<file path="src/hdl/ptht_ram.sv">
// ----------------------------------------------------------------------------
// ptht_ram
// Generic single-write, single-read RAM with registered read data.
// ----------------------------------------------------------------------------
`default_nettype none

module ptht_ram #(
   parameter int WIDTH = 8,
   parameter int DEPTH = 256
) (
   input  wire logic                     clock,
   input  wire logic                     we,
   input  wire logic [$clog2(DEPTH)-1:0] waddr,
   input  wire logic [WIDTH-1:0]         wdata,
   input  wire logic [$clog2(DEPTH)-1:0] raddr,
   output logic      [WIDTH-1:0]         rdata
);

   logic [WIDTH-1:0] mem [DEPTH];

   always_ff @(posedge clock) begin
      if (we) begin
         mem[waddr] <= wdata;
      end
      rdata <= mem[raddr];
   end

endmodule

`default_nettype wire

</file>
<file path="config.mk">
export PLATFORM = sky130hd
export DESIGN_NAME = ptht_ram
export DESIGN_NICKNAME = d
export VERILOG_FILES = /design/src/hdl/ptht_ram.sv
export SDC_FILE = /design/constraint.sdc
export NUM_CORES = 2
export LEC_CHECK = 0
export BUFFER_PORTS_ARGS = -buffer_cell sky130_fd_sc_hd__clkbuf_2
export CAP_MARGIN = 20
export CORE_MARGIN = 2
export CORE_UTILIZATION = 55
export DETAILED_ROUTE_END_ITERATION = 10
export PLACE_DENSITY = 0.82
export SYNTH_ARGS = -nofsm -noshare
export SYNTH_HDL_FRONTEND = slang
export SYNTH_SLANG_ARGS = --single-unit
export TNS_END_PERCENT = 10
</file>
<file path="constraint.sdc">
create_clock -name clock -period 2.8 [get_ports clock]
set_input_delay 0.28 -clock clock [delete_from_list [all_inputs] [get_ports clock]]
set_output_delay 0.28 -clock clock [all_outputs]
set_load 0.02 [all_outputs]
</file>
Yosys cells after proc, flatten, opt, wreduce, memory -nomap -nowiden
Memory sizes are Yosys's and may differ from the RTL's. A register that Yosys moved wholly into a read port is not among the register bits. Index checks and enable logic that the tools add are counted.

Memory bits (writable): 2048. Word-level logic and storage cells: 3. Output and inout port bits: 8. Memories: 1. Bits in registers: 0. Input bits: 26.

Mux-type cells: 2.

Memories: mem (words 256, bits a word 8, rd ports 1, clocked after memory_dff 1, write ports 1, RTL line 19) `logic [WIDTH-1:0] mem [DEPTH];`.

Operators with widths (count): $mux 1 (2).

Logic depth before layout (Yosys ltp)
Depth after elaboration: 2. Gate-level depth with buffers: 11. Mapped depth without buffers: 6.

Worst setup path before layout
Ideal clock, no wire load.

Path type: input to register. From: in raddr[0]. To: reg rdata[2], read port of mem. Data required time: 2669 ps. Buffers on the path: 4. Setup time: 131 ps. Data arrival time: 2087 ps. Stages on the path: 9. Setup slack: 582 ps. Cell sequence: buf_6 > buf_12 > buf_8 > buf_2 > mux4_2 > a22oi_1 > a21oi_1 > nor4_1 > nor4_2.

RTL lines: start, declared (RTL line 15) `input wire logic [$clog2(DEPTH)-1:0] raddr,`; end, declared (RTL line 16) `output logic [WIDTH-1:0] rdata`.

==> metrics <==
status=completed; Die X-Extent=384.3 µm; first-pass GRT wire length=306700 µm; chip height=384.3 µm; Synth Instances=3733; area leader, netlist=edfxtp_1; Max Freq=0.3587 GHz; Comb pwr share=5.5%; Detailed Place HPWL=125400 µm; io pins=34; Synth Area per Inst=21.31 µm²; Post-Syn Nets=3759; wirelength, routed=213000 µm; fin util=64.07%; sequential power share=53.5%; Die ar.=147700 µm²; Pre-Repair DR Iteration Count=6; Num Clock Sinks=2056; hold crit path type=in2reg; Tot Pwr=63510 µW; relative slew slack=27.31%; Setup crit end kind=flip-flop; Final Max Slew Viols=0; count of flip-flops with a built-in enable after synthesis=2048; cell row count=139; Leak=0.02959 µW; Clk pwr share=41.0%; routed via count=43.34k; Post-Place Worst Slack=-523.1 ps; post-synth top area share=77.30%; Residual DRC=0; routed len/inst=33.51 µm; unrepaired setup endpoints after global routing=false; H-tree levels=4; Final ANT Viol Nets=0; Routability Congestion=0.9175; Remaining Overflow, GRT=0; Max VDD drop=0.0008144 V; CTS Root Buffer Type=clkbuf_16; Cell Area, Synth=79560 µm²; Async SR Flop Fraction=0%; Yosys Warn Count=0; final setup violating endpoints=0; via/cell ratio=6.819; fin crit share=99.57%; initial antenna violation count=11; Startpoint Class=flip-flop; Seq/Total Area, Yosys=77.50%; DR iter-0 viols=7206; Area Overhead vs Synth=15.70%; Unique masters post-synth=55; Final WS setup=11.99 ps; skew final=43.83 ps; crit path DAT=3520 ps; clock slew at reported path FFs=60 ps; worst-margin pin slew=1080 ps; Crit Path Max Fanout=2; Port-buffer cells=33; Int Pwr=49650 µW; final hold violations=0; WP data required=3530 ps; setup_tns=0 ps; Primary FF master, synth=edfxtp_1; Skew-Pair Late Insertion Delay=840 ps; Max clock buf depth=3; Area contributors post-synth=edfxtp_1, mux4_2, mux2i_1, nor2_1, a22oi_1; dpl cells=5991; gr usage total=29.08%; crit path time final=2788 ps; P per Cell Area=690.0 nW/µm²; #FFs+latches synth=2056; # nets final=4311; most common cell after layout, fill and taps aside=edfxtp_1; switching share of power=21.83%; Max Cap Violations=0; most frequent cells in the layout=edfxtp_1, buf_4, mux4_2, nor2_1, clkbuf_16; CTS tree=done; vias in the first global route=43.98k; sw power=13860 µW; final non-filler cell total=6355; post-CTS setup buffers=0; fraction of layout cells with a size suffix above 1=30.00%; Starting Density=55.38%; total CTS buffers=194; kind of critical path=reg2reg; largest net degree at the start of global routing=109; CORE AREA=143700 µm²
## worst paths after layout
path,start,end,slack [ps],cells past startpoint
setup / recovery,mem[232][6],rdata[6],10,6
hold / removal,wdata[6],mem[88][6],20,1
setup reg to reg,mem[232][6],rdata[6],10,6
hold reg to reg,mem[41][3],rdata[3],1180,7
## layer usage
layer | GRT usage, % | share of wire (%) | wire, µm
met1 | 37.61 | 33 | 69390
met2 | 46.12 | 48 | 102200
met3 | 7.381 | 13 | 28290
met4 | 14.95 | 6.1 | 12910
met5 | 0 | 0.089 | 189
## worst max-delay path: stages (launching register included)
cell      delay [ps]
edfxtp_1         400
mux4_2           490
o311ai_0         290
o22ai_1          240
nor4_1           960
buf_4            270
nor4_2            40
## registers in the layout, indices dropped and copies added (netlist names)
| signal | cells |
|---|---|
| rdata | 8 |
| mem | 2048 |
## power groups by stage
stage               Clock (µW)  Sequential [µW]  Combinational (µW)
floorplan                    0            34600                1650
global placement             0            34600                3220
detailed placement           0            34700                3310
CTS                      26100            34000                3400
global route             27100            34000                3570
finish                   26000            34000                3470
## final cells by class
type | count | area [µm²]
Multi-Input combinational cell | 1442 | 16490
Antenna cell | 5 | 12.51
Inverter | 2 | 7.507
Clock buffer | 250 | 5146
Clock inverter | 108 | 1087
Timing Repair Buffer | 589 | 5260
Fill cell | 8723 | 51610
Sequential cell | 2056 | 61660
Tap cell | 1903 | 2381
## what timing repair did
item,CTS,global route
hold endpoints to repair,46,0
endpoints found under the setup margin,0,2
resized for setup,0,2
hold buffers,1,0
## per-stage QoR
step                hold slack, ps  area [µm²]
finish                       22.06       92050
floorplan                    378.9       79560
CTS                          18.59       92020
global placement             805.1       85780
detailed placement           822.0       85780
global route                 52.10       92030
## cells by family after synthesis
kind of cell,Yosys count,synth area share (%)
AOI/OAI and AO/OA,385,3.419
DFF,2056,77.50
muxes,591,14.62
and+or+nand+nor,466,2.628
buffers and inverters,235,1.831
## synth_stat cells, types with 28 or more instances
| library cell | count |
|---|---|
| o221ai_1 | 46 |
| edfxtp_1 | 2048 |
| nor2_1 | 282 |
| mux2i_1 | 134 |
| nor2b_1 | 31 |
| buf_2 | 31 |
| a21oi_1 | 96 |
| clkbuf_1 | 111 |
| mux4_2 | 454 |
| o22ai_1 | 28 |
| nand3_1 | 34 |
| a22oi_1 | 133 |
| nand2_1 | 33 |
No activity file was read; power rests on OpenSTA's default activity.
